===== src/hw/rtl/ivt_pkg.sv =====
// Shared types, register indexes and constants of the isometric vertex transform.
`timescale 1ns / 1ps

package ivt_pkg;

	// Screen geometry; the centre is the truncated half
	localparam int SCREEN_W = 1920;
	localparam int SCREEN_H = 1080;
	localparam int CENTRE_X = SCREEN_W / 2;
	localparam int CENTRE_Y = SCREEN_H / 2;

	// cos 30 in Q1.15; sin 30 is one half and folds into a shift
	localparam logic signed [15:0] COS30_Q15 = 16'sd28378;

	localparam int SAT_MAX = 32767;
	localparam int SAT_MIN = -32768;

	localparam int REG_IDX_W = 3;
	localparam logic [REG_IDX_W-1:0] REG_ROT_COS       = 3'd0;
	localparam logic [REG_IDX_W-1:0] REG_ROT_SIN       = 3'd1;
	localparam logic [REG_IDX_W-1:0] REG_ALTITUDE_GAIN = 3'd2;
	localparam logic [REG_IDX_W-1:0] REG_ZOOM_GAIN     = 3'd3;
	localparam logic [REG_IDX_W-1:0] REG_SHIFT_X       = 3'd4;
	localparam logic [REG_IDX_W-1:0] REG_SHIFT_Y       = 3'd5;

	typedef struct packed {
		logic signed [15:0] rot_cos;
		logic signed [15:0] rot_sin;
		logic signed [15:0] altitude_gain;
		logic        [15:0] zoom_gain;
		logic signed [15:0] shift_x;
		logic signed [15:0] shift_y;
	} cfg_t;

	// After rotation: difference and sum of the rotated axes, scaled height
	typedef struct packed {
		logic signed [30:0] diff;
		logic signed [30:0] sum;
		logic signed [31:0] az;
		logic        [23:0] color;
	} rot_t;

	// After projection: px in Q.16 and the negated py in Q.16
	typedef struct packed {
		logic signed [33:0] px;
		logic signed [41:0] npy;
		logic        [23:0] color;
	} proj_t;

endpackage


===== src/hw/rtl/ivt_cfg.sv =====
// Configuration register file of the isometric vertex transform.
`timescale 1ns / 1ps

module ivt_cfg (
	input  logic                           clk,
	input  logic                           arst_n,
	input  logic                           cfg_we,
	input  logic [ivt_pkg::REG_IDX_W-1:0]  cfg_index,
	input  logic [15:0]                    cfg_data,
	output ivt_pkg::cfg_t                  cfg
);
	import ivt_pkg::*;

	cfg_t cfg_q;

	always_ff @(posedge clk or negedge arst_n) begin
		if (!arst_n) begin
			cfg_q.rot_cos       <= 16'sd16384;
			cfg_q.rot_sin       <= '0;
			cfg_q.altitude_gain <= 16'sd256;
			cfg_q.zoom_gain     <= 16'd256;
			cfg_q.shift_x       <= '0;
			cfg_q.shift_y       <= '0;
		end else if (cfg_we) begin
			unique case (cfg_index)
				REG_ROT_COS:       cfg_q.rot_cos       <= cfg_data;
				REG_ROT_SIN:       cfg_q.rot_sin       <= cfg_data;
				REG_ALTITUDE_GAIN: cfg_q.altitude_gain <= cfg_data;
				REG_ZOOM_GAIN:     cfg_q.zoom_gain     <= cfg_data;
				REG_SHIFT_X:       cfg_q.shift_x       <= cfg_data;
				REG_SHIFT_Y:       cfg_q.shift_y       <= cfg_data;
				default: ; // drop writes beyond the register list
			endcase
		end
	end

	assign cfg = cfg_q;

endmodule


===== config.mk =====
export PLATFORM = sky130hd
export DESIGN_NAME = ivt_cfg
export DESIGN_NICKNAME = d
export VERILOG_FILES = /design/src/hw/rtl/ivt_pkg.sv /design/src/hw/rtl/ivt_cfg.sv
export SDC_FILE = /design/constraint.sdc
export NUM_CORES = 1
export LEC_CHECK = 0
export CAP_MARGIN = 15
export CORE_UTILIZATION = 30
export DETAILED_ROUTE_END_ITERATION = 8
export DONT_BUFFER_PORTS = 1
export PLACE_DENSITY = 0.48
export SYNTH_ARGS = -nofsm -noshare
export SYNTH_HDL_FRONTEND = slang
export SYNTH_SLANG_ARGS = --single-unit
export TNS_END_PERCENT = 100

===== constraint.sdc =====
create_clock -name clk -period 0.8 [get_ports clk]
set_input_delay 0.08 -clock clk [delete_from_list [all_inputs] [get_ports clk]]
set_output_delay 0.08 -clock clk [all_outputs]
set_load 0.1 [all_outputs]

Word level (Yosys, flattened, before mapping)
Index checks and enable logic that the tools add are counted.

Equality and inequality tests: 5. Reduce and logical (&&, ||, !) cells: 7.

Operators by type and width (count): $reduce_and 2->1 (6); $eq 3x2->1 const B (2); $eq 3x3->1 const B (2); $eq 3x1->1 const B (1); $logic_not 3->1 (1).

Register bits after elaboration: 96. Input port bits: 22. Output and inout bits: 96. Logic and storage cells: 18.

Depth between registers and ports, before layout
Word-level depth: 2. Depth in mapped cells: 5. Mapped depth without buffers: 2.

Worst setup path before layout
Ideal clock, no wire load.

Kind: register -> register. Start: register, netlist name cfg[82]. End: register cfg_q (netlist bit cfg[82]). Library setup time: 0.128 ns. Data arrival time: 1.152 ns. Required time: 0.672 ns. Slack: -0.480 ns. Stages on the path, launching flop included: 2. Path buffers: 0. Period minus slack after synthesis: 1.280 ns. Path through: dfrtp_1 mux2_1.

RTL lines: end: declaration (RTL line ivt_cfg.sv:14) `cfg_t cfg_q;`.

Worst setup path after layout
Start: register cfg_q (netlist bit cfg[94]). End: output cfg[94] in the netlist's numbering.

RTL lines: end: declaration (RTL line ivt_cfg.sv:10) `output ivt_pkg::cfg_t cfg`.

No word-level cell between the ends.

==> results by group <==
Run status
  • Status: finished, violations left
  • Failing checks: hold timing, setup timing

Pwr
  • Power per cell area: 3850 nW/um^2
  • LEAKAGE: approximately 3.1 nW
  • Worst IR Drop VDD: roughly 2300 uV

Timing
  • Slew margin rel.: 0.819
  • Achievable frequency: between 0.8 and 0.9 GHz
  • Worst Setup Slack, final: -0.422 ns
  • Final setup fails: ~180
  • Hold Violations, Final: 96
  • Fin crit period: about 1.2 ns
  • Slew of the pin with the lowest slew margin: 0.270 ns
  • Fin. max-slew vios: 0
  • Fin crit share: 1.53
  • RSZ-0062 raised after global routing: yes
  • Layout Skew: 0 ns
  • Fin Hold WS: -0.569 ns

Detailed routing
  • Routed vias: between 2k and 2.5k
  • Vias/cell: about 4.6
  • Final ANT Viol Nets: 0
  • Routed wire per std cell: 19.9 microns
  • Post-Route WL: 10.2 mm
  • DRC violations left: 0
  • DRT iter0 DRCs: 84
  • DR pass1 iterations: 3

Setup path
  • Buf/Inv on CP: 1
  • RR Startpoint: cfg[63]
  • Worst R2R End: cfg[63]
  • R2R Setup Slk: -0.21 ns
  • Worst path cell trace: buf_12
  • CP max FO: 2
  • Max incr delay on CP: approximately 0.63 ns
  • CP delay by family, top: flip-flops
  • Slowest stage cell, crit path: dfstp_4
  • Worst Path Arrival: between 1 and 1.5 ns
  • R2R depth: 2
  • Critical Path Sink Type: primary output
  • Critical path class: reg -> out
  • Startpoint type of the worst setup path: flip-flop
  • Required time at the worst-slack endpoint: between 0.7 and 0.8 ns

Cells and area
  • Sequential Area: between 2000 and 3000 sq um
  • Layout area overhead: 90.9%
  • N_diodes: 0
  • Area taken by multi-input logic gates: roughly 1400 sq um
  • Fillers: between 800 and 900
  • Final non-filler cell total: ~500
  • Share of cells above drive strength 1: 0.923
  • Max reg flops: 96
  • Nets: between 300 and 400

Die
  • Die area: ~13000 sq um
  • Die height: roughly 110 microns
  • Die X: between 100 and 150 microns
  • Core Rows: 40
  • Io pins: about 120
  • Placeable core area: between 10000 and 15000 sq um
  • Initial core utilization: 0.307

GRT
  • Vias in the first global route: roughly 2.6k
  • Antenna violations before repair: 0
  • All-Layer GR Usage: 0.167
  • Total gr overflow: 0
  • Largest net degree at the start of global routing: slightly below 100
  • First-pass GRT wire length: roughly 16 mm

Synthesis
  • Share of the synthesized area in the top cell type: 0.632
  • Register area share after synthesis: 0.653
  • Simple-Gate Fraction of Synth Area: 0.0248
  • Most common flop cell mapped by yosys: dfrtp_1
  • Post-synth EDFFs: 0
  • Avg Inst Size Synth: about 18 sq um
  • Adder-Cell Fraction of Synth Area: 0
  • Largest family of logic cells by synthesized area: multiplexers
  • Post-Synth XOR/XNOR Area: 0
  • Yosys warns: 0
  • Synthesized instance count: about 210
  • Synth Area in Compound Gates: 0
  • Mux share of post-synthesis cell area: 0.294
  • Most frequent cell after synthesis: mux2_2
  • Ranking of synthesized cells by area: dfrtp_1 (63%), mux2_2 (29%), dfstp_2 (2.1%), buf_6 (2.1%), nand4b_2 (0.82%)
  • Synth top cells by count: mux2_2 (95), dfrtp_1 (93), buf_6 (7)
  • Post-synthesis async set-or-reset flop share: 1.00
  • Distinct cell type count after synthesis: 11
  • Syn_nets: 230
  • Post-Syn Area: approximately 3700 sq um
  • Biggest area consumer among synthesized cells: dfrtp_1
  • #FFs+latches synth: 96

Place
  • Dpl ws: -0.330 ns
  • GP Congestion: roughly 0.66
  • Dpl cells: roughly 450
  • IO Port Bufs: 0
  • DPL Wire Length: 6.03 mm

Clock network
  • # clock sinks: 96
  • Clock Latency Late Sink: 0.34 ns
  • Clk root buf: clkbuf_16
  • CTS tree: done
  • CTS Buffer Depth: 2
  • Reg clk slew, reported paths: 0.06 ns
  • H-Tree Depth: 3
  • Hold bufs inserted after CTS: 16
  • CTS buffer count: 9

Worst hold path
  • Hold Path Class: in -> async

Job
  • Max Cap Viol: 0
## worst max-delay path by stage
stage                       from      end  slack (ns)  cells after the start
floorplan           cfg_index[0]  cfg[80]       -0.47                      4
global placement    cfg_index[1]  cfg[87]       -0.32                      3
detailed placement  cfg_index[1]  cfg[84]       -0.33                      3
CTS                      cfg[94]  cfg[94]       -0.44                      1
global route             cfg[56]  cfg[56]       -0.45                      1
finish                   cfg[94]  cfg[94]       -0.42                      1
## area by class of cell
class | instances | area share
timing repair buffer | 150 | 0.358
clock inverter | 2 | 0.00534
multi-input combinational | 102 | 0.202
sequential | 96 | 0.371
clock buffer | 14 | 0.0376
tap | 147 | 0.0262
## report_power, final
group / total [mW] / switching, mW / internal (mW) / leakage [nW]
Combinational: 15.0 / 9.14 / 5.88 / 1.87
Clock: 4.38 / 1.78 / 2.60 / 0.143
Sequential: 7.63 / 1.29 / 6.34 / 1.06
Total: 27.0 / 12.2 / 14.8 / 3.07
## layout by cell type (no fill, tap or decap), drive strengths merged
| cell type | n |
|---|---|
| dfrtp | 93 |
| buf | 134 |
| clkbuf | 14 |
| nand4b | 2 |
| clkinvlp | 1 |
| and4bb | 3 |
| dfstp | 3 |
| bufinv | 1 |
| dlygate4sd3 | 16 |
| mux2 | 96 |
| nor4b | 1 |
## repair_timing
item                                    CTS  global route
gates resized for setup                 254            60
buffers inserted                         20             7
endpoints found under the setup margin  136           180
hold endpoints to repair                192            96
## stage by stage
step	setup TNS, ns	util	cell area, sq um	power (mW)
after detailed placement	-21.29	0.422	5070	18.6
after floorplan	-29.89	-	4100	16.3
after global routing	-34.08	0.585	7030	27.8
after global placement	-20.39	0.422	5070	18.5
final	-29.67	0.585	7030	27.0
after CTS	-30.45	0.560	6720	26.4
## worst reg2reg max path, stage by stage, from the launching register on
cell	delay, ns
dfrtp_4	0.50
buf_6	0.13
mux2_2	0.27
## routing by layer
layer,global-route usage,part of all wire
met5,0,0
met4,0.0373,0.0082
met3,0.0707,0.072
met2,0.251,0.47
met1,0.224,0.45
## cells by family after synthesis
group,count (synthesis)
and+or+nand+nor,6
muxes,96
DFF,96
buffers and inverters,10
Note: power is estimated with default switching activity, not from simulation.
