`src/hw/rtl/ivt_pkg.sv`:
```
// Shared types, register indexes and constants of the isometric vertex transform.
`timescale 1ns / 1ps

package ivt_pkg;

	// Screen geometry; the centre is the truncated half
	localparam int SCREEN_W = 1920;
	localparam int SCREEN_H = 1080;
	localparam int CENTRE_X = SCREEN_W / 2;
	localparam int CENTRE_Y = SCREEN_H / 2;

	// cos 30 in Q1.15; sin 30 is one half and folds into a shift
	localparam logic signed [15:0] COS30_Q15 = 16'sd28378;

	localparam int SAT_MAX = 32767;
	localparam int SAT_MIN = -32768;

	localparam int REG_IDX_W = 3;
	localparam logic [REG_IDX_W-1:0] REG_ROT_COS       = 3'd0;
	localparam logic [REG_IDX_W-1:0] REG_ROT_SIN       = 3'd1;
	localparam logic [REG_IDX_W-1:0] REG_ALTITUDE_GAIN = 3'd2;
	localparam logic [REG_IDX_W-1:0] REG_ZOOM_GAIN     = 3'd3;
	localparam logic [REG_IDX_W-1:0] REG_SHIFT_X       = 3'd4;
	localparam logic [REG_IDX_W-1:0] REG_SHIFT_Y       = 3'd5;

	typedef struct packed {
		logic signed [15:0] rot_cos;
		logic signed [15:0] rot_sin;
		logic signed [15:0] altitude_gain;
		logic        [15:0] zoom_gain;
		logic signed [15:0] shift_x;
		logic signed [15:0] shift_y;
	} cfg_t;

	// After rotation: difference and sum of the rotated axes, scaled height
	typedef struct packed {
		logic signed [30:0] diff;
		logic signed [30:0] sum;
		logic signed [31:0] az;
		logic        [23:0] color;
	} rot_t;

	// After projection: px in Q.16 and the negated py in Q.16
	typedef struct packed {
		logic signed [33:0] px;
		logic signed [41:0] npy;
		logic        [23:0] color;
	} proj_t;

endpackage

```
`src/hw/rtl/ivt_project.sv`:
```
// Stages 3 and 4: isometric projection with rounding to Q.16.
`timescale 1ns / 1ps

module ivt_project (
	input  logic           clk,
	input  logic           arst_n,
	input  logic           in_valid,
	output logic           in_ready,
	input  ivt_pkg::rot_t  rot,
	output logic           out_valid,
	input  logic           out_ready,
	output ivt_pkg::proj_t proj
);
	import ivt_pkg::*;

	localparam logic signed [46:0] RND13 = 47'sd4096;

	logic v_s3, v_s4;
	logic en_s3, en_s4;

	logic signed [46:0] prod_s3;
	logic signed [41:0] npy_s3;
	logic        [23:0] color_s3;
	proj_t              proj_s4;

	logic signed [46:0] prod_rnd;

	assign en_s4    = ~v_s4 | out_ready;
	assign en_s3    = ~v_s3 | en_s4;
	assign in_ready = en_s3;

	always_ff @(posedge clk or negedge arst_n) begin
		if (!arst_n) begin
			v_s3 <= 1'b0;
			v_s4 <= 1'b0;
		end else begin
			if (en_s3) v_s3 <= in_valid;
			if (en_s4) v_s4 <= v_s3;
		end
	end

	// cos30 * (ry - rx) is rounded by 13 bits; sin30 * (rx + ry) in Q.16 is exactly twice the sum; keep -py
	always_ff @(posedge clk) begin
		if (en_s3 && in_valid) begin
			prod_s3  <= 47'(COS30_Q15) * 47'(rot.diff);
			npy_s3   <= (42'(rot.sum) <<< 1) - (42'(rot.az) <<< 8);
			color_s3 <= rot.color;
		end
	end

	assign prod_rnd = prod_s3 + RND13;

	always_ff @(posedge clk) begin
		if (en_s4 && v_s3) begin
			proj_s4.px    <= prod_rnd[46:13];
			proj_s4.npy   <= npy_s3;
			proj_s4.color <= color_s3;
		end
	end

	assign out_valid = v_s4;
	assign proj      = proj_s4;

endmodule

```
`config.mk`:
```
export PLATFORM = sky130hd
export DESIGN_NAME = ivt_project
export DESIGN_NICKNAME = d
export VERILOG_FILES = /design/src/hw/rtl/ivt_pkg.sv /design/src/hw/rtl/ivt_project.sv
export SDC_FILE = /design/constraint.sdc
export NUM_CORES = 1
export LEC_CHECK = 0
export BUFFER_PORTS_ARGS = -buffer_cell sky130_fd_sc_hd__buf_4
export CORE_ASPECT_RATIO = 1.2
export CORE_MARGIN = 10
export CORE_UTILIZATION = 35
export CTS_CLUSTER_DIAMETER = 200
export CTS_CLUSTER_SIZE = 20
export DETAILED_ROUTE_END_ITERATION = 10
export PLACE_DENSITY = 0.49
export REMOVE_ABC_BUFFERS = 1
export SLEW_MARGIN = 20
export SYNTH_ARGS = -nofsm -noshare
export SYNTH_HDL_FRONTEND = slang
export SYNTH_SLANG_ARGS = --single-unit
```
`constraint.sdc`:
```
create_clock -name clk -period 4.4 [get_ports clk]
set_input_delay 0.88 -clock clk [delete_from_list [all_inputs] [get_ports clk]]
set_output_delay 0.88 -clock clk [all_outputs]
set_load 0.02 [all_outputs]
```
Yosys cells after proc, flatten, opt, wreduce, memory -nomap -nowiden
Cells that the tools add are included.
{ "word_totals": {"output_inout_bits": 102, "ff_bits": 214, "word_cells": 17} }
{ "op_classes": {"n_mul": 1, "reduce_logical": 2, "bitwise_logic": 4, "addsub": 2} }
{ "ops": {"columns": ["cell", "count"], "rows": [
  ["47-bit by 14-bit adder with 47-bit output (second input constant)", 1],
  ["15-bit by 31-bit multiplier with 46-bit output (first input constant)", 1],
  ["32-bit by 40-bit subtractor with 41-bit output", 1],
  ["1-bit logical AND", 2],
  ["1-bit inverter", 2],
  ["1-bit OR", 2]
]} }

Logic depth before layout (Yosys ltp)
{ "depth": {"word_depth": 4, "ltp_mapped": 22, "mapped_depth_nobuf": 21} }

Worst setup path before layout
No wires, ideal clock.
{ "synth_path": {"path_kind": "in2reg", "start": "input port rot[101] (netlist name)", "end": "register prod_s3[42] (data pin)", "cell_stages": 19, "path_buffers": 1, "path_slack_ps": -1699, "arrival_ps": 5839, "required_ps": 4140, "cell_sequence": "ha_1 > fa_1 > inv_1 > fa_1 > fa_1 > fa_1 > inv_1 > fa_1 > ha_1 > buf_2 > a21oi_1 > o21ai_1 > a221o_1 > a21o_1 > o31ai_2 > o21ai_2 > a211o_1 > a21oi_2 > xnor2_1"} }
{ "synth_between": {"elab_chain_cells": 1} }
{ "synth_rtl": {"columns": ["element", "line_no", "source"], "rows": [
  ["from (decl)", "ivt_project.sv:9", "input ivt_pkg::rot_t rot,"],
  ["15-bit by 31-bit multiplier with 46-bit output", "ivt_project.sv:45", "prod_s3 <= 47'(COS30_Q15) * 47'(rot.diff);"],
  ["to (signal assigned)", "ivt_project.sv:45", null],
  ["to (decl)", "ivt_project.sv:21", "logic signed [46:0] prod_s3;"]
]} }
Every way passes these cells.
A chain may end at the register's enable or synchronous reset.

Worst setup path in the final report
{ "layout_path": {"start": "input port rot[100] (netlist name)", "end": "register prod_s3[32] (data pin)"} }
Same word-level chain as after synthesis.

==> run metrics <==
Slowest-stage cell, CP fa_1; slowest stage delay, CP 0.54 ns; synthesis-to-finish area growth 41.37%; max cap viols 0; setup slack after layout -1.203 ns; antenna cells 0; Rel. slew slack 51.74%; GRT Total Usage 15.49%; number of global-route vias before repair 14340; layout cell share with drive strength beyond 1 38.88%; Synth async-reset ratio 1.005%; DP HPWL 39.34 mm; outcome finished, violations left; Initial Util 35.41%; Final min period 5.603 ns; clk buf depth 2; Pre-antenna DRT Iters 6; H-tree Lvls 4; critical path launch point rot[100]; PortBufs 222; reg2reg setup slack 1.88 ns; DR iter-0 viols 381; mapped cell area 18220 um^2; Num Clock Sinks 199; RD Place Congestion 0.8532; Worst R2R Start prod_s3[12]; Placement Rows 91; global route total overflow 0; core region area 51460 um^2; final setup vio count 35; Hold Crit Class in2async; Required @ worst endpoint 4.61 ns; clock slew at reported path FFs 0.08 ns; fmax 178.5 MHz; CTS Buf Count 17; Worst Setup EP prod_s3[32]; Worst EP arrival 5.81 ns; die height 270.0 um; Critical Path Sink Type flop; die area 61630 um^2; Post-Route Setup TNS -33.87 ns; flops & latches, synth 199; Final Hold Viols 0; failing checks negative setup slack; clk_lat worst skew 0.45 ns; Fin Hold WS 0.1949 ns; CP Class in2reg; via count 12840; final WL 46.83 mm; Main synth FF type edfxtp_1; r2r endpoint proj[95]; fin crit share 127.3%; CTS Hold Bufs 0; Seq/Total Area, Yosys 32.74%; measured slew at the worst slew-check pin 0.7238 ns; Die W 228.3 um; Slew Limit Fails 0; DRC 0; drt wl/cell 16.45 um; DP Area 22540 um^2; ANT nets after route 0; global-route wire length before repair 76.48 mm; synth unique cells 68; skew final 0.01893 ns; TritonCTS clock tree built; crit path launch type input pin; EDFF count, synth 197; crit path max fanout 5; synth warn 0; pin count of the biggest net entering global routing 99; Synth Area per Inst 11.26 um^2; Worst Reg-to-Reg Cells 9; Root Buffer clkbuf_16; antenna violations before repair 0; Final Util 50.06%; Synth Instances 1618; cell area after layout 25760 um^2; Final Net Count 2681; I/O Pins 224; unrepaired setup endpoints after global routing true; vias per cell 4.510; crit-path cells buf_12, ha_4, inv_2, fa_1, inv_2, fa_1, fa_2, fa_1, inv_2, fa_1, inv_2, ha_4, a21oi_4, o21ai_2, a221o_1, a21o_1, o31ai_4, o21ai_4, buf_6, a21o_1, a21oi_2, xnor2_2
==> registers in the layout, summed over array words and instances (netlist names) <==
| register | flops |
|---|---|
| proj | 98 |
| prod_s3 | 35 |
| color_s3 | 24 |
| out_valid | 1 |
| v_s3 | 1 |
| npy_s3 | 40 |
==> critical path, delay by kind of cell <==
kind,cells,cell delay [ns]
adder cells (fa/ha/maj),7,3.00
buffers and inverters,6,0.42
AO/OA/AOI/OAI,8,1.43
XOR/XNOR,1,0.09
==> cells in the final DEF, fill, tap and decap left out, types with 11 or more instances in the layout <==
master,instances
buf_6,70
xnor2_2,11
a21o_1,58
inv_2,54
buf_4,439
fa_2,16
nor2_1,37
edfxtp_1,197
buf_12,11
nand2_1,43
fa_1,208
nand3_1,24
a21oi_1,36
and3_1,14
a21oi_2,21
inv_1,351
xnor2_1,63
clkbuf_16,17
xor2_1,36
ha_1,114
ha_4,80
o21ai_0,21
nand4_1,19
==> cells in the mapped netlist, types with 7 or more instances <==
cell      number  share of area, %
nor2b_1        8              0.27
o21bai_1       8              0.33
nor3_1         7              0.19
fa_1         224                25
and3_1        17              0.58
nand3_1       31              0.85
nand2_1       52               1.1
nor2_1        46              0.95
a21oi_1       59               1.6
nand4_1       19              0.65
edfxtp_1     197                32
xor2_1        41               2.0
ha_1         198                14
o21a_1         7              0.29
nand2b_1       9              0.31
a31oi_1       10              0.34
a21o_1        58               2.4
xnor2_1       75               3.6
clkbuf_1      19              0.39
inv_1        414               8.5
o21ai_0       36              0.99
==> worst min-delay path by stage <==
stage,to,start,cells after the start
finish,out_valid,arst_n,1
global route,out_valid,arst_n,1
CTS,v_s3,arst_n,1
detailed placement,proj[29],npy_s3[5],0
global placement,proj[32],npy_s3[8],0
floorplan,proj[0],color_s3[0],0
==> cell families after synthesis <==
| logic type | after synthesis | share of synthesized area, % |
|---|---|---|
| buffers and inverters | 438 | 9.077 |
| adders and majority gates | 422 | 38.20 |
| AOI/OAI and AO/OA | 229 | 8.487 |
| and+or+nand+nor | 212 | 5.836 |
| DFF | 199 | 32.74 |
| xor gates and xnor gates | 116 | 5.575 |
| other | 1 | 0.02058 |
| muxes | 1 | 0.06179 |
==> metrics by stage <==
stage	std cells	setup slack (ns)
final	2847	-1.203
after global routing	2847	-1.434
after CTS	2841	-1.289
after detailed placement	2759	-2.068
after global placement	2759	-2.028
after floorplan	1594	-1.663
==> layout make-up <==
| class | count | area [um^2] |
|---|---|---|
| Clock inverter | 15 | 201.4 |
| Fill cell | 4734 | 25700 |
| Multi-Input combinational cell | 981 | 12360 |
| Timing Repair Buffer | 524 | 4364 |
| Sequential cell | 199 | 5966 |
| Clock buffer | 17 | 425.4 |
| Tap cell | 697 | 872.1 |
| Inverter | 414 | 1577 |
==> metal layers <==
layer  vias up  track usage, %  routed length [um]
met1      6230           18.39               19950
met5         -               0                   0
met4         0           4.741                1020
met2       241           28.62               24630
met3        53           1.796                1228
li1       6316               -                   -
==> repair_timing <==
action | 4_1_cts | 5_1_grt
endpoints found under the hold margin | 0 | 0
resized for setup | 377 | 62
endpoints found under the setup margin | 35 | 35
buffers inserted | 59 | 9
pin swaps | 251 | 80
Power is not shown: default switching activity piles up to over one toggle a cycle in this logic, so the estimate is an artifact.
