$ cat config.mk
export PLATFORM = sky130hd
export DESIGN_NAME = ivt_zoom
export DESIGN_NICKNAME = d
export VERILOG_FILES = /design/src/hw/rtl/ivt_pkg.sv /design/src/hw/rtl/ivt_zoom.sv
export SDC_FILE = /design/constraint.sdc
export NUM_CORES = 2
export LEC_CHECK = 0
export ABC_CLOCK_PERIOD_IN_PS = 6350
export BUFFER_PORTS_ARGS = -buffer_cell sky130_fd_sc_hd__clkbuf_2
export CORE_MARGIN = 3
export CORE_UTILIZATION = 30
export DETAILED_ROUTE_END_ITERATION = 6
export PLACE_DENSITY = 0.43
export SLEW_MARGIN = 20
export SYNTH_ARGS = -nofsm -noshare
export SYNTH_HDL_FRONTEND = slang
export SYNTH_SLANG_ARGS = --single-unit
$ cat constraint.sdc
create_clock -name clk -period 6.35 [get_ports clk]
set_clock_uncertainty 0.2 [all_clocks]
set_input_delay 0.635 -clock clk [delete_from_list [all_inputs] [get_ports clk]]
set_output_delay 0.635 -clock clk [all_outputs]
set_load 0.01 [all_outputs]
$ cat src/hw/rtl/ivt_pkg.sv
// Shared types, register indexes and constants of the isometric vertex transform.
`timescale 1ns / 1ps

package ivt_pkg;

	// Screen geometry; the centre is the truncated half
	localparam int SCREEN_W = 1920;
	localparam int SCREEN_H = 1080;
	localparam int CENTRE_X = SCREEN_W / 2;
	localparam int CENTRE_Y = SCREEN_H / 2;

	// cos 30 in Q1.15; sin 30 is one half and folds into a shift
	localparam logic signed [15:0] COS30_Q15 = 16'sd28378;

	localparam int SAT_MAX = 32767;
	localparam int SAT_MIN = -32768;

	localparam int REG_IDX_W = 3;
	localparam logic [REG_IDX_W-1:0] REG_ROT_COS       = 3'd0;
	localparam logic [REG_IDX_W-1:0] REG_ROT_SIN       = 3'd1;
	localparam logic [REG_IDX_W-1:0] REG_ALTITUDE_GAIN = 3'd2;
	localparam logic [REG_IDX_W-1:0] REG_ZOOM_GAIN     = 3'd3;
	localparam logic [REG_IDX_W-1:0] REG_SHIFT_X       = 3'd4;
	localparam logic [REG_IDX_W-1:0] REG_SHIFT_Y       = 3'd5;

	typedef struct packed {
		logic signed [15:0] rot_cos;
		logic signed [15:0] rot_sin;
		logic signed [15:0] altitude_gain;
		logic        [15:0] zoom_gain;
		logic signed [15:0] shift_x;
		logic signed [15:0] shift_y;
	} cfg_t;

	// After rotation: difference and sum of the rotated axes, scaled height
	typedef struct packed {
		logic signed [30:0] diff;
		logic signed [30:0] sum;
		logic signed [31:0] az;
		logic        [23:0] color;
	} rot_t;

	// After projection: px in Q.16 and the negated py in Q.16
	typedef struct packed {
		logic signed [33:0] px;
		logic signed [41:0] npy;
		logic        [23:0] color;
	} proj_t;

endpackage

$ cat src/hw/rtl/ivt_zoom.sv
// Stages 5 to 7: zoom in split partial products, rounding, offset and saturation.
`timescale 1ns / 1ps

module ivt_zoom (
	input  logic                clk,
	input  logic                arst_n,
	input  ivt_pkg::cfg_t       cfg,
	input  logic                in_valid,
	output logic                in_ready,
	input  ivt_pkg::proj_t      proj,
	output logic                out_valid,
	input  logic                out_ready,
	output logic signed [15:0]  screen_x,
	output logic signed [15:0]  screen_y,
	output logic        [23:0]  pixel_color
);
	import ivt_pkg::*;

	localparam logic [51:0] RND24_X = 52'd8388608;
	localparam logic [59:0] RND24_Y = 60'd8388608;

	logic v_s5, v_s6, v_s7;
	logic en_s5, en_s6, en_s7;

	logic        [32:0] lo_x_s5, lo_y_s5;
	logic signed [33:0] hi_x_s5;
	logic signed [41:0] hi_y_s5;
	logic        [23:0] color_s5, color_s6, color_s7;
	logic        [51:0] full_x_s6;
	logic        [59:0] full_y_s6;
	logic signed [15:0] sx_s7, sy_s7;

	logic signed [16:0] zoom_s;
	logic signed [27:0] rnd_x;
	logic signed [35:0] rnd_y;
	logic signed [29:0] sum_x;
	logic signed [37:0] sum_y;
	logic signed [15:0] sat_x, sat_y;

	assign en_s7    = ~v_s7 | out_ready;
	assign en_s6    = ~v_s6 | en_s7;
	assign en_s5    = ~v_s5 | en_s6;
	assign in_ready = en_s5;

	always_ff @(posedge clk or negedge arst_n) begin
		if (!arst_n) begin
			v_s5 <= 1'b0;
			v_s6 <= 1'b0;
			v_s7 <= 1'b0;
		end else begin
			if (en_s5) v_s5 <= in_valid;
			if (en_s6) v_s6 <= v_s5;
			if (en_s7) v_s7 <= v_s6;
		end
	end

	assign zoom_s = $signed({1'b0, cfg.zoom_gain});

	// Split each coordinate into an unsigned low half and a signed high half
	always_ff @(posedge clk) begin
		if (en_s5 && in_valid) begin
			lo_x_s5  <= 33'(proj.px[16:0]) * 33'(cfg.zoom_gain);
			hi_x_s5  <= 34'($signed(proj.px[33:17])) * 34'(zoom_s);
			lo_y_s5  <= 33'(proj.npy[16:0]) * 33'(cfg.zoom_gain);
			hi_y_s5  <= 42'($signed(proj.npy[41:17])) * 42'(zoom_s);
			color_s5 <= proj.color;
		end
	end

	// Recombine and add the rounding half for the 24 bit drop
	always_ff @(posedge clk) begin
		if (en_s6 && v_s5) begin
			full_x_s6 <= {hi_x_s5[33], hi_x_s5, 17'd0} + {19'd0, lo_x_s5} + RND24_X;
			full_y_s6 <= {hi_y_s5[41], hi_y_s5, 17'd0} + {27'd0, lo_y_s5} + RND24_Y;
			color_s6  <= color_s5;
		end
	end

	assign rnd_x = $signed(full_x_s6[51:24]);
	assign rnd_y = $signed(full_y_s6[59:24]);
	assign sum_x = 30'(rnd_x) + 30'(cfg.shift_x) + 30'(CENTRE_X);
	assign sum_y = 38'(rnd_y) + 38'(cfg.shift_y) + 38'(CENTRE_Y);

	always_comb begin
		if (sum_x > 30'(SAT_MAX))      sat_x = 16'(SAT_MAX);
		else if (sum_x < 30'(SAT_MIN)) sat_x = 16'(SAT_MIN);
		else                           sat_x = sum_x[15:0];
		if (sum_y > 38'(SAT_MAX))      sat_y = 16'(SAT_MAX);
		else if (sum_y < 38'(SAT_MIN)) sat_y = 16'(SAT_MIN);
		else                           sat_y = sum_y[15:0];
	end

	always_ff @(posedge clk) begin
		if (en_s7 && v_s6) begin
			sx_s7    <= sat_x;
			sy_s7    <= sat_y;
			color_s7 <= color_s6;
		end
	end

	assign out_valid   = v_s7;
	assign screen_x    = sx_s7;
	assign screen_y    = sy_s7;
	assign pixel_color = color_s7;

endmodule

### Word level (Yosys, flattened, before mapping)

Cells that the tools add are included.

* bits in registers: 361
* bits of input ports: 200
* output and inout bits: 58
* word-level logic and storage cells: 41

* $add $sub $neg: 8
* multiply operators: 4
* magnitude comparators: 4
* muxes and demuxes: 2
* bitwise logic cells: 6
* reductions and logical operators: 3

Operator list (count)
* multiplier 17 x 16 -> 33 bit: 2
* adder 59 x 34 -> 60 bit: 1
* adder 60 x 24 -> 60 bit (second input constant): 1
* adder 51 x 34 -> 52 bit: 1
* adder 52 x 24 -> 52 bit (second input constant): 1
* multiplier 25 x 17 -> 42 bit: 1
* adder 37 x 11 -> 38 bit (second input constant): 1
* > comparator 38 x 16 -> 1 bit (second input constant): 1
* < comparator 38 x 16 -> 1 bit (second input constant): 1
* adder 36 x 16 -> 37 bit: 1
* multiplier 17 x 17 -> 34 bit: 1
* 2-to-1 mux 16 bit: 2
* adder 29 x 11 -> 30 bit (second input constant): 1
* > comparator 30 x 16 -> 1 bit (second input constant): 1
* < comparator 30 x 16 -> 1 bit (second input constant): 1
* adder 28 x 16 -> 29 bit: 1
* logical AND 1 bit: 3
* inverter 1 bit: 3
* bitwise OR 1 bit: 3

### Depth between registers and ports, before layout

* word-level depth: 5
* gate-level depth with buffers: 27
* gate-level depth less buffers: 25

### Worst setup path before layout

No wires, ideal clock.

* path type: input port to flip-flop
* start point: input port cfg[45] in the netlist's numbering
* end point: register hi_y_s5[39] (data pin)
* setup time: 0.258 ns
* arrival time: 6.978 ns
* setup slack: -1.086 ns
* stages: 24
* path through: clkbuf_1 -> clkbuf_1 -> nand2_1 -> fa_1 -> inv_1 -> fa_1 -> fa_1 -> fa_1 -> fa_1 -> inv_1 -> fa_1 -> inv_1 -> ha_1 -> a21o_1 -> a21o_1 -> a21oi_1 -> o21bai_1 -> or3_1 -> a211oi_1 -> nor3_1 -> a2111oi_0 -> o211ai_1 -> a21oi_1 -> xnor2_1

* longest elaborated chain between the ends: 1

RTL lines
* start: declaration: line ivt_zoom.sv:7 `input ivt_pkg::cfg_t cfg,`
* multiplier 25 x 17 -> 42 bit: line ivt_zoom.sv:65 `hi_y_s5 <= 42'($signed(proj.npy[41:17])) * 42'(zoom_s);`
* end signal: assignment: line ivt_zoom.sv:65
* end: declaration: line ivt_zoom.sv:27 `logic signed [41:0] hi_y_s5;`

Every way passes these cells.
A chain may end at the register's enable or synchronous reset.

### Worst setup path after layout

* start point: input port cfg[37] in the netlist's numbering
* end point: register lo_y_s5[31] (data pin)

* longest elaborated chain between the ends: 1

RTL lines
* multiplier 17 x 16 -> 33 bit: line ivt_zoom.sv:64 `lo_y_s5 <= 33'(proj.npy[16:0]) * 33'(cfg.zoom_gain);`
* end signal: assignment: line ivt_zoom.sv:64
* end: declaration: line ivt_zoom.sv:25 `logic [32:0] lo_x_s5, lo_y_s5;`

Every way passes these cells.

==> reports/results.txt <==
RSZ-0062 raised after global routing - yes
Chip Width - 441 um
layout cells sized above 1 - 0.188
hold path endpoint - color_s5[16]
HP Class - input port to flop
GRT overflow - 0
maxcap violations - 0
vias in the first global route - 44700
# clock sinks - 279
Post-Syn Area - 0.0568 mm^2
Setup CP Type - input port to flop
Rows - 159
initial antenna violation count - 16
final setup fails - 35
DP HPWL - 140000 um
Slew Limit Fails - 0
# nets final - 8485
R2R depth - 15
syn_nets - 7749
Die Height - 441 um
final hold vios - 0
Routed WL - 166000 um
Reg2Reg Setup Slack - 1220 ps
WP data required - 6460 ps
Reg area - 0.00836 mm^2
DIE AREA - 0.195 mm^2
Yosys cell types - 90
CP peak stage delay - 530 ps
EDFF count, synth - 276
port buffer count - 209
Hold Path Origin - proj[16]
post-synthesis sequential area ratio - 0.147
multi-input logic area - 0.0436 mm^2
crit end category - flop
minimum clock period - 6710 ps
# DRC - 0
Critical Path AT - 6810 ps
pre-CTS setup slack - -1380 ps
global-route wire length before repair - 262000 um
yosys warns - 0
crit-path max FO - 7
Worst R2R Start - full_y_s6[25]
synthesized flop and latch total - 279
TritonCTS clock tree - yes
clock-pin slew on the worst setup and hold paths - 60 ps
violated checks - negative setup slack
Max Freq - 0.149 GHz
initial DRC count - 1906
DP Area - 0.0657 mm^2
CTS Root Cell - clkbuf_16
Vias - 40700
worst-margin pin slew - 935 ps
H-tree depth - 2
Starting Density - 0.302
Max clock buf depth - 3
Slew headroom - 0.375
depth of the worst hold-timing path - 1
CP max-delay cell - fa_2
Post-Syn Area per Cell - 9.66 um^2
cell mode on critical path - fa_1
reg2reg end - screen_y[3]
Routed wire per std cell - 18.2 um
Area Overhead vs Synth - 21.2%
Design Area, Final - 0.0689 mm^2
Skew-Pair Late Insertion Delay - 570 ps
CTS Buf Count - 36
largest net degree at the start of global routing - 133
Async SR Flop Fraction - 0.0108
fill count - 19200
vias per cell - 4.45
num ports - 258
Final WS setup - -355 ps
Period Utilization, post-route - 1.06
outcome - complete, but fails checks
Total GRT Usage - 0.174
drt pass-1 iters - 5
core area - 0.188 mm^2
CP startpoint kind - input port
GPL Wtd Cong - 0.849
Top FF cell, synth - edfxtp_1
Final TNS setup - -5880 ps
post-synthesis cell count - 5881
post-route ant nets - 0
[stage by stage]
step	instances	utilization	hold slack, ps
2_1_floorplan	5881	-	139
3_3_place_gp	9010	0.350	201
3_5_place_dp	9010	0.350	206
4_1_cts	9110	0.362	0.762
5_1_grt	9142	0.366	21.1
6_report	9147	0.366	51.6
[sequential cells by signal (all words and copies together) (netlist names)]
signal / count
v_s6: 1
screen_y: 16
screen_x: 16
lo_y_s5: 16
v_s5: 1
full_x_s6: 28
lo_x_s5: 16
color_s6: 24
out_valid: 1
color_s5: 24
pixel_color: 24
full_y_s6: 36
hi_y_s5: 42
hi_x_s5: 34
[how the worst max path moves through the flow]
stage	depth (start not counted)	end	startpoint	slack, ps
floorplan	24	lo_y_s5[32]	cfg[37]	-410
CTS	27	hi_y_s5[39]	cfg[37]	-270
global placement	25	lo_x_s5[31]	cfg[45]	-1340
global route	26	lo_y_s5[31]	cfg[37]	-520
detailed placement	25	lo_x_s5[31]	cfg[45]	-1380
finish	26	lo_y_s5[31]	cfg[37]	-360
[per-layer routing]
metal  vias up  track usage  routed length [um]  part of all wire
met2       649        0.283               76400              0.46
met5         -            0                  37           0.00022
met4         6       0.0311                3090             0.019
met3       116       0.0180                6300             0.038
li1      19400            -                   -                 -
met1     20500        0.251               80600              0.48
[timing repair]
action	4_1_cts	5_1_grt
endpoints found under the setup margin	51	52
hold buffers	6	0
resized for setup	175	156
hold endpoints to repair	8	0
buffers inserted	30	29
pin swaps	104	136
cloned	6	4
[final cells by class]
type | count | share of cell area
diodes | 7 | 0.000254
clock buffers | 40 | 0.0133
clock inverters | 26 | 0.00420
inverters | 1358 | 0.0740
multi-input cells | 4016 | 0.633
flip-flops and latches | 279 | 0.121
well taps | 2495 | 0.0453
repair buffers | 926 | 0.109
[kinds of logic after synthesis]
group	synth area share
XOR/XNOR	0.0324
adder cells (fa/ha/maj)	0.511
AND/OR/NAND/NOR	0.143
AO/OA/AOI/OAI	0.0595
buffers and inverters	0.106
multiplexers	0.000529
flip-flops	0.147
[critical path, delay by kind of cell]
family | cells | cell delay [ps]
AOI/OAI and AO/OA | 8 | 1900
xor gates and xnor gates | 1 | 130
adders and majority gates | 7 | 3070
buffers and inverters | 9 | 920
and+or+nand+nor | 1 | 130
[synth_stat cells, types with 38 or more instances]
cell type	instances	area [um^2]
inv_1	1358	5100
fa_1	1086	21700
nand2_1	743	2790
ha_1	582	7280
and2_1	569	3560
edfxtp_1	276	8290
clkbuf_1	215	807
xnor2_1	149	1310
a21oi_1	133	666
nor2_1	105	394
a21o_1	81	608
xor2_1	59	517
nand3_1	50	250
o21ai_0	49	245
nand2b_1	38	238
o21a_1	38	285
[placed cells by master, fill, tap and decap left out, drive strengths merged, types with 19 or more instances in the layout]
cell and n:
a211oi 19, a21o 82, a21oi 135, and2 571
and3 19, buf 721, clkbuf 239, edfxtp 276
fa 1086, ha 582, inv 1363, nand2 743
nand2b 38, nand3 50, nand4 24, nor2 105
nor3 30, o211ai 24, o21a 40, o21ai 80
xnor2 149, xor2 60
Power is left out: the tool's default activity adds up to more than one toggle a clock period on the data nets, which glitch-free logic cannot reach.
