===== src/hw/rtl/ivt_pkg.sv =====
// Shared types, register indexes and constants of the isometric vertex transform.
`timescale 1ns / 1ps

package ivt_pkg;

	// Screen geometry; the centre is the truncated half
	localparam int SCREEN_W = 1920;
	localparam int SCREEN_H = 1080;
	localparam int CENTRE_X = SCREEN_W / 2;
	localparam int CENTRE_Y = SCREEN_H / 2;

	// cos 30 in Q1.15; sin 30 is one half and folds into a shift
	localparam logic signed [15:0] COS30_Q15 = 16'sd28378;

	localparam int SAT_MAX = 32767;
	localparam int SAT_MIN = -32768;

	localparam int REG_IDX_W = 3;
	localparam logic [REG_IDX_W-1:0] REG_ROT_COS       = 3'd0;
	localparam logic [REG_IDX_W-1:0] REG_ROT_SIN       = 3'd1;
	localparam logic [REG_IDX_W-1:0] REG_ALTITUDE_GAIN = 3'd2;
	localparam logic [REG_IDX_W-1:0] REG_ZOOM_GAIN     = 3'd3;
	localparam logic [REG_IDX_W-1:0] REG_SHIFT_X       = 3'd4;
	localparam logic [REG_IDX_W-1:0] REG_SHIFT_Y       = 3'd5;

	typedef struct packed {
		logic signed [15:0] rot_cos;
		logic signed [15:0] rot_sin;
		logic signed [15:0] altitude_gain;
		logic        [15:0] zoom_gain;
		logic signed [15:0] shift_x;
		logic signed [15:0] shift_y;
	} cfg_t;

	// After rotation: difference and sum of the rotated axes, scaled height
	typedef struct packed {
		logic signed [30:0] diff;
		logic signed [30:0] sum;
		logic signed [31:0] az;
		logic        [23:0] color;
	} rot_t;

	// After projection: px in Q.16 and the negated py in Q.16
	typedef struct packed {
		logic signed [33:0] px;
		logic signed [41:0] npy;
		logic        [23:0] color;
	} proj_t;

endpackage


===== src/hw/rtl/ivt_rotate.sv =====
// Stages 1 and 2: rotation about the z axis and height scaling.
`timescale 1ns / 1ps

module ivt_rotate (
	input  logic                clk,
	input  logic                arst_n,
	input  ivt_pkg::cfg_t       cfg,
	input  logic                in_valid,
	output logic                in_ready,
	input  logic signed [12:0]  vert_x,
	input  logic signed [12:0]  vert_y,
	input  logic signed [15:0]  vert_z,
	input  logic        [23:0]  vert_color,
	output logic                out_valid,
	input  logic                out_ready,
	output ivt_pkg::rot_t       rot
);
	import ivt_pkg::*;

	logic v_s1, v_s2;
	logic en_s1, en_s2;

	logic signed [28:0] p_cx_s1, p_sy_s1, p_sx_s1, p_cy_s1;
	logic signed [31:0] az_s1;
	logic        [23:0] color_s1;
	rot_t               rot_s2;

	logic signed [29:0] rx, ry;

	assign en_s2    = ~v_s2 | out_ready;
	assign en_s1    = ~v_s1 | en_s2;
	assign in_ready = en_s1;

	always_ff @(posedge clk or negedge arst_n) begin
		if (!arst_n) begin
			v_s1 <= 1'b0;
			v_s2 <= 1'b0;
		end else begin
			if (en_s1) v_s1 <= in_valid;
			if (en_s2) v_s2 <= v_s1;
		end
	end

	always_ff @(posedge clk) begin
		if (en_s1 && in_valid) begin
			p_cx_s1  <= 29'(cfg.rot_cos) * 29'(vert_x);
			p_sy_s1  <= 29'(cfg.rot_sin) * 29'(vert_y);
			p_sx_s1  <= 29'(cfg.rot_sin) * 29'(vert_x);
			p_cy_s1  <= 29'(cfg.rot_cos) * 29'(vert_y);
			az_s1    <= 32'(cfg.altitude_gain) * 32'(vert_z);
			color_s1 <= vert_color;
		end
	end

	assign rx = 30'(p_cx_s1) - 30'(p_sy_s1);
	assign ry = 30'(p_sx_s1) + 30'(p_cy_s1);

	always_ff @(posedge clk) begin
		if (en_s2 && v_s1) begin
			rot_s2.diff  <= 31'(ry) - 31'(rx);
			rot_s2.sum   <= 31'(ry) + 31'(rx);
			rot_s2.az    <= az_s1;
			rot_s2.color <= color_s1;
		end
	end

	assign out_valid = v_s2;
	assign rot       = rot_s2;

endmodule


===== config.mk =====
export PLATFORM = sky130hd
export DESIGN_NAME = ivt_rotate
export DESIGN_NICKNAME = d
export VERILOG_FILES = /design/src/hw/rtl/ivt_pkg.sv /design/src/hw/rtl/ivt_rotate.sv
export SDC_FILE = /design/constraint.sdc
export NUM_CORES = 2
export LEC_CHECK = 0
export BUFFER_PORTS_ARGS = -buffer_cell sky130_fd_sc_hd__buf_2
export CORE_AREA = 2 2 299 301
export DETAILED_ROUTE_END_ITERATION = 6
export DIE_AREA = 0 0 301 303
export PLACE_DENSITY_LB_ADDON = 0.15
export SLEW_MARGIN = 20
export SYNTH_ARGS = -nofsm -noshare
export SYNTH_HDL_FRONTEND = slang
export SYNTH_SLANG_ARGS = --single-unit

===== constraint.sdc =====
create_clock -name clk -period 7.34 [get_ports clk]
set_input_delay 0.367 -clock clk [delete_from_list [all_inputs] [get_ports clk]]
set_output_delay 0.367 -clock clk [all_outputs]
set_load 0.03 [all_outputs]

# --- Yosys cells after proc, flatten, opt, wreduce, memory -nomap -nowiden ---
# Cells that the tools add are included.
totals:
  latchBits: 0
  inputBits: 166
  output_inout_bits: 120
  ram_bits: 0
  rom_bits: 0
  reg_bits: 292
  n_memories: 0
classes:
  n_mul: 5
  bitwise: 4
  n_addsub: 4
  div_mod_pow: 0
  shifts: 0
  n_eq_ne: 0
  n_lt_le_gt_ge: 0
  n_mux: 0
  reduce_logical: 2
ops:
  columns: ["op", "n"]
  rows:
  - ["$mul 16x13->29", 4]
  - ["$mul 16x16->32", 1]
  - ["$add 30x30->31", 1]
  - ["$sub 30x30->31", 1]
  - ["$add 29x29->30", 1]
  - ["$sub 29x29->30", 1]
  - ["$logic_and 1x1->1", 2]
  - ["$not 1->1", 2]
  - ["$or 1x1->1", 2]

# --- Logic depth before layout (Yosys ltp) ---
depth:
  word_depth: 4
  depth_mapped: 24
  depth_no_buf: 22

# --- Worst setup path after synthesis ---
# Ideal clock, no wire load.
synth_path:
  path_type: "input to register"
  from: "in cfg[63] (netlist name)"
  to: "reg az_s1[31], data pin"
  setup_ns: 0.260
  arrival_ns: 6.050
  cell_stages: 22
  slack_ns: 1.030
  path_cell_list: "clkbuf_1 -> nand2_1 -> inv_1 -> fa_1 -> fa_1 -> fa_1 -> fa_1 -> fa_1 -> inv_1 -> fa_1 -> inv_1 -> ha_1 -> clkbuf_1 -> nand4_1 -> nor2_1 -> nand2_1 -> nor3_1 -> a221oi_2 -> a221oi_1 -> a311o_1 -> a21oi_1 -> xnor2_1"
synth_via:
  elab_chain_len: 1
synth_lines:
  columns: ["item", "line", "source"]
  rows:
  - ["start, declared", "ivt_rotate.sv:7", "input ivt_pkg::cfg_t cfg,"]
  - ["$mul 16x16->32", "ivt_rotate.sv:50", "az_s1 <= 32'(cfg.altitude_gain) * 32'(vert_z);"]
  - ["end signal, assigned", "ivt_rotate.sv:50", null]
  - ["end, declared", "ivt_rotate.sv:24", "logic signed [31:0] az_s1;"]
# Every way passes these cells.
# A chain may end at the register's enable or synchronous reset.

# --- Worst setup path in the final report ---
layout_path:
  from: "in vert_y[1]"
  to: "reg p_cy_s1[28], data pin"
layout_via:
  elab_chain_len: 1
layout_lines:
  columns: ["item", "line", "source"]
  rows:
  - ["start, declared", "ivt_rotate.sv:11", "input logic signed [12:0] vert_y,"]
  - ["$mul 16x13->29", "ivt_rotate.sv:49", "p_cy_s1 <= 29'(cfg.rot_cos) * 29'(vert_y);"]
  - ["end signal, assigned", "ivt_rotate.sv:49", null]
  - ["end, declared", "ivt_rotate.sv:23", "logic signed [28:0] p_cx_s1, p_sy_s1, p_sx_s1, p_cy_s1;"]
# Every way passes these cells.

==> flow_summary.yaml <==
critical_path:
  max_incr_delay_on_cp_ns: 0.58
  reg2reg_from: "p_cx_s1[0]$_DFFE_PP_"
  worst-setup-path-type: "in2reg"
  required_time_of_the_worst_setup_path_ns: 7.64
  worstPathCellList: "buf_2, nand2_1, fa_1, inv_1, fa_1, fa_1, inv_1, fa_1, fa_1, inv_1, ha_1, ha_1, a21oi_1, o211ai_1, or3_1, o221ai_1, o211ai_1, a311o_1, a31o_2, a21oi_1, xnor2_1"
  timing.critical_path.max_delay_family: "adder cells"
  reg2reg_slack_ns: 1.31
  startpoint_type: "input port"
  timing.critical_path.fanout_max: 32
  worst-path-buf-inv: 4
  worst_r2r_path_depth: 20
  critical_path.slowest_cell: "sky130_fd_sc_hd__buf_2"
  critical_path.reg2reg.endpoint: "rot[85]$_DFFE_PP_"
  critPathMostFrequentCell: "sky130_fd_sc_hd__fa_1"
  critical_path_arrival_ns: 6.82
  cp-end-kind: "flop"
hold_path:
  min_path_cells: 3
  timing.hold.worst.class: "in2reg"
  timing.hold.worst_endpoint: "out_valid$_DFFE_PN0P_"
  worstHoldStart: "out_ready"
global_routing:
  antenna_found_initial: 14
  first_pass_grt_wire_length_um: 212000
  overflow: 0
  first_global_vias: 42255
  grt_usage_pct: 29.7
  grt_max_degree: 155
cts:
  clockRootBuffer: "sky130_fd_sc_hd__clkbuf_16"
  cts_buffer_depth: 3
  htree_num_levels: 2
  cts.clk_slew.worst_paths_ns: 0.06
  clkLatencyLatePin_ns: 0.56
  sinks_on_clock_net: 291
  tritoncts_clock_tree: "yes"
  post_cts_resize_count: 0
  cts_made_buffers: 34
synth:
  syn_area_mm2: 0.0549
  ys_ff_latch: 291
  main_combinational_cell_family_by_area_after_synthesis: "adder cells"
  synth.yosys.warnings: 0
  synth-edff-count: 289
  synth-main-ff-cell: "sky130_fd_sc_hd__edfxtp_1"
  synth_fp_nets: 7361
  synthSimpleGateAreaFrac_pct: 13.6
  seq_area_frac_synth_pct: 15.9
  synth_adder_area_share_pct: 49.4
  muxShareOfSynthArea_pct: 0.112
  synth_compound_area_share_pct: 7.06
  syn_area_per_cell_um2: 9.70
  async_reset_ff_share_pct: 0.687
  synthCells: 5657
  synth.distinct_cells: 84
  yosys.area_share.xor_xnor_pct: 3.99
detailed_routing:
  route.detailed.vias_per_inst: 5.54
  dr.pass1.iters: 6
  route.vias.total: 38946
  drc: 0
  drt-initial-drc-count: 1949
  wl_per_cell_um: 18.4
  final_routed_wirelength_um: 130000
  postRouteAntennaNets: 0
floorplan:
  io_pins: 286
  die_x_um: 301
  initial_utilization_pct: 62.4
  die_y_um: 303
  core_area_mm2: 0.0880
  rows: 109
  floorplan.die_area_mm2: 0.0912
layout:
  multi_input_comb_area_mm2: 0.0407
  final_layout_size_suffix_gt1_share_pct: 7.12
  area_growth_syn_to_layout_pct: 7.16
  design.final.nets: 7538
  fin_cells: 7031
  ff_latch_area_mm2: 0.00873
  nFillCells: 7047
timing:
  report.final.setup_viol: 0
  timing_worst_slew_pin_value_ns: 0.952
  timing_max_transition_violations_final: 0
  post-route-period-util_pct: 88.8
  finalHoldViolCount: 0
  hold-worst-slack_ns: 0.111
  rsz0062_at_grt: "no"
  max-slew-margin-rel_pct: 35.9
  max_freq_ghz: 0.153
  finalClockSkew_ns: 0.0219
  fin_tns_setup_ns: 0
  final.min_clock_period_ns: 6.52
status:
  run_status: "complete, no violations"
placed_design:
  numPlacedInstances: 6937
  place.detailed.hpwl_um: 107000
  port_buffers: 237
  place.gp.congestion: 0.919
job:
  cap_viol_max_count: 0
## cell type report
class	instances	share of cell area, %
diodes	6	0.0255
clock buffers	36	1.46
clock inverters	26	0.455
inverters	1253	8.00
multi-input cells	3905	69.1
flip-flops and latches	291	14.8
well taps	1165	2.48
repair buffers	349	3.60
## worst max path at each step
stage,start,end,cells after the start,slack (ns)
finish,vert_y[1],p_cy_s1[28]$_DFFE_PP_,21,0.82
global route,vert_y[1],p_cy_s1[28]$_DFFE_PP_,21,0.63
CTS,vert_y[1],p_cy_s1[28]$_DFFE_PP_,21,0.93
detailed placement,vert_y[1],p_cy_s1[28]$_DFFE_PP_,21,0.36
global placement,vert_y[1],p_cy_s1[28]$_DFFE_PP_,21,0.41
floorplan,cfg[63],az_s1[31]$_DFFE_PP_,22,1.03
## cells in the final DEF, fill, tap and decap left out, types with 6 or more instances in the layout
| cell type | count |
|---|---|
| sky130_fd_sc_hd__a211oi_1 | 11 |
| sky130_fd_sc_hd__edfxtp_1 | 289 |
| sky130_fd_sc_hd__fa_1 | 1046 |
| sky130_fd_sc_hd__clkbuf_16 | 34 |
| sky130_fd_sc_hd__a311oi_1 | 8 |
| sky130_fd_sc_hd__clkinvlp_4 | 7 |
| sky130_fd_sc_hd__a21o_1 | 82 |
| sky130_fd_sc_hd__o311ai_0 | 7 |
| sky130_fd_sc_hd__o31ai_1 | 11 |
| sky130_fd_sc_hd__buf_4 | 84 |
| sky130_fd_sc_hd__buf_2 | 237 |
| sky130_fd_sc_hd__ha_1 | 492 |
| sky130_fd_sc_hd__o21ai_0 | 84 |
| sky130_fd_sc_hd__o21ai_1 | 7 |
| sky130_fd_sc_hd__nor2b_1 | 28 |
| sky130_fd_sc_hd__a31oi_1 | 15 |
| sky130_fd_sc_hd__xor2_1 | 63 |
| sky130_fd_sc_hd__xnor2_1 | 187 |
| sky130_fd_sc_hd__nand4_1 | 10 |
| sky130_fd_sc_hd__nand3_1 | 38 |
| sky130_fd_sc_hd__and3_1 | 15 |
| sky130_fd_sc_hd__a211o_1 | 14 |
| sky130_fd_sc_hd__nor4_1 | 12 |
| sky130_fd_sc_hd__diode_2 | 6 |
| sky130_fd_sc_hd__o211ai_1 | 13 |
| sky130_fd_sc_hd__or2_2 | 11 |
| sky130_fd_sc_hd__nand2_1 | 650 |
| sky130_fd_sc_hd__nor2_1 | 183 |
| sky130_fd_sc_hd__inv_1 | 1251 |
| sky130_fd_sc_hd__a31o_2 | 8 |
| sky130_fd_sc_hd__and2_1 | 438 |
| sky130_fd_sc_hd__nor3_1 | 52 |
| sky130_fd_sc_hd__o21a_1 | 29 |
| sky130_fd_sc_hd__o21bai_1 | 45 |
| sky130_fd_sc_hd__nand2b_1 | 62 |
| sky130_fd_sc_hd__or3_1 | 9 |
| sky130_fd_sc_hd__dlygate4sd3_1 | 26 |
| sky130_fd_sc_hd__a21oi_1 | 177 |
## worst reg2reg max path, stage by stage (launching register included)
cell and delay, ns:
sky130_fd_sc_hd__edfxtp_1 0.35, sky130_fd_sc_hd__inv_1 0.07, sky130_fd_sc_hd__ha_1 0.16, sky130_fd_sc_hd__inv_1 0.06, sky130_fd_sc_hd__fa_1 0.40, sky130_fd_sc_hd__a21o_1 0.20, sky130_fd_sc_hd__a21o_1 0.20, sky130_fd_sc_hd__a21oi_1 0.40
sky130_fd_sc_hd__o21ai_0 0.31, sky130_fd_sc_hd__a21oi_1 0.56, sky130_fd_sc_hd__a21oi_1 0.22, sky130_fd_sc_hd__a21o_1 0.23, sky130_fd_sc_hd__xor2_1 0.15, sky130_fd_sc_hd__ha_1 0.44, sky130_fd_sc_hd__nand4_1 0.21, sky130_fd_sc_hd__nor4_1 0.76
sky130_fd_sc_hd__o32a_1 0.28, sky130_fd_sc_hd__o311ai_0 0.25, sky130_fd_sc_hd__nand3b_1 0.27, sky130_fd_sc_hd__mux2i_1 0.21, sky130_fd_sc_hd__nand2_1 0.06
## routing by layer
layer	share of wire, %	GRT usage, %
met5	0.074	0
met4	3.9	11.1
met3	5.3	3.69
met2	52	54.5
met1	39	35.8
## Yosys cell counts, drive strengths merged, types with 4 or more instances
master   count  area, µm²
or2         12       75.1
a2111oi      7       86.3
o31a         5       43.8
nor2b       28        175
nor3b        4       30.0
buf          8       41.3
clkbuf     200        751
a21boi       4       30.0
inv       1252       4700
o311a        6       61.3
mux2i        5       50.1
a221oi       8       88.8
a211oi      12       95.1
a21o        82        616
a31oi       15       93.8
a311o        4       40.0
nand2b      62        388
ha         492       6160
nand3b       4       30.0
nand4       10       62.6
o21ai       91        455
xnor2      187       1640
or3          9       56.3
o22ai        4       25.0
o31ai       12       95.1
o211ai      13       97.6
nor4        12       75.1
edfxtp     289       8680
and3        15       93.8
a211o       14        123
o21a        29        218
a31o         8       70.1
fa        1046      20900
a311oi       8       70.1
and2       440       2750
a21oi      178        895
nand3       38        190
o21bai      46        349
o311ai       9       78.8
xor2        63        552
nand2      650       2440
nor3        52        260
nor2       183        687
## registers in the layout, summed over array words and instances, names as in the netlist
name,count
rot,117
az_s1,32
p_cx_s1,29
p_cy_s1,29
p_sx_s1,29
p_sy_s1,29
color_s1,24
out_valid,1
v_s1,1
## metrics by stage
step                utilization (%)  cell area, µm²  setup WS [ns]
floorplan                         -           54900           1.03
global route                   66.8           58800          0.628
finish                         66.9           58800          0.823
global placement               65.3           57400          0.410
CTS                            66.8           58800          0.927
detailed placement             65.3           57400          0.355
## repair_timing
item,in CTS,in global routing
hold buffers,26,0
endpoints found under the hold margin,27,0
buffers inserted,0,0
## logic make-up after synthesis
group / after synthesis
buffers and inverters: 1461
DFF: 291
AOI/OAI and AO/OA: 580
muxes: 6
adders and majority gates: 1538
and+or+nand+nor: 1531
xor gates and xnor gates: 250
Power is left out: the tool's default activity adds up to more than one toggle a clock period on the data nets, which glitch-free logic cannot reach.
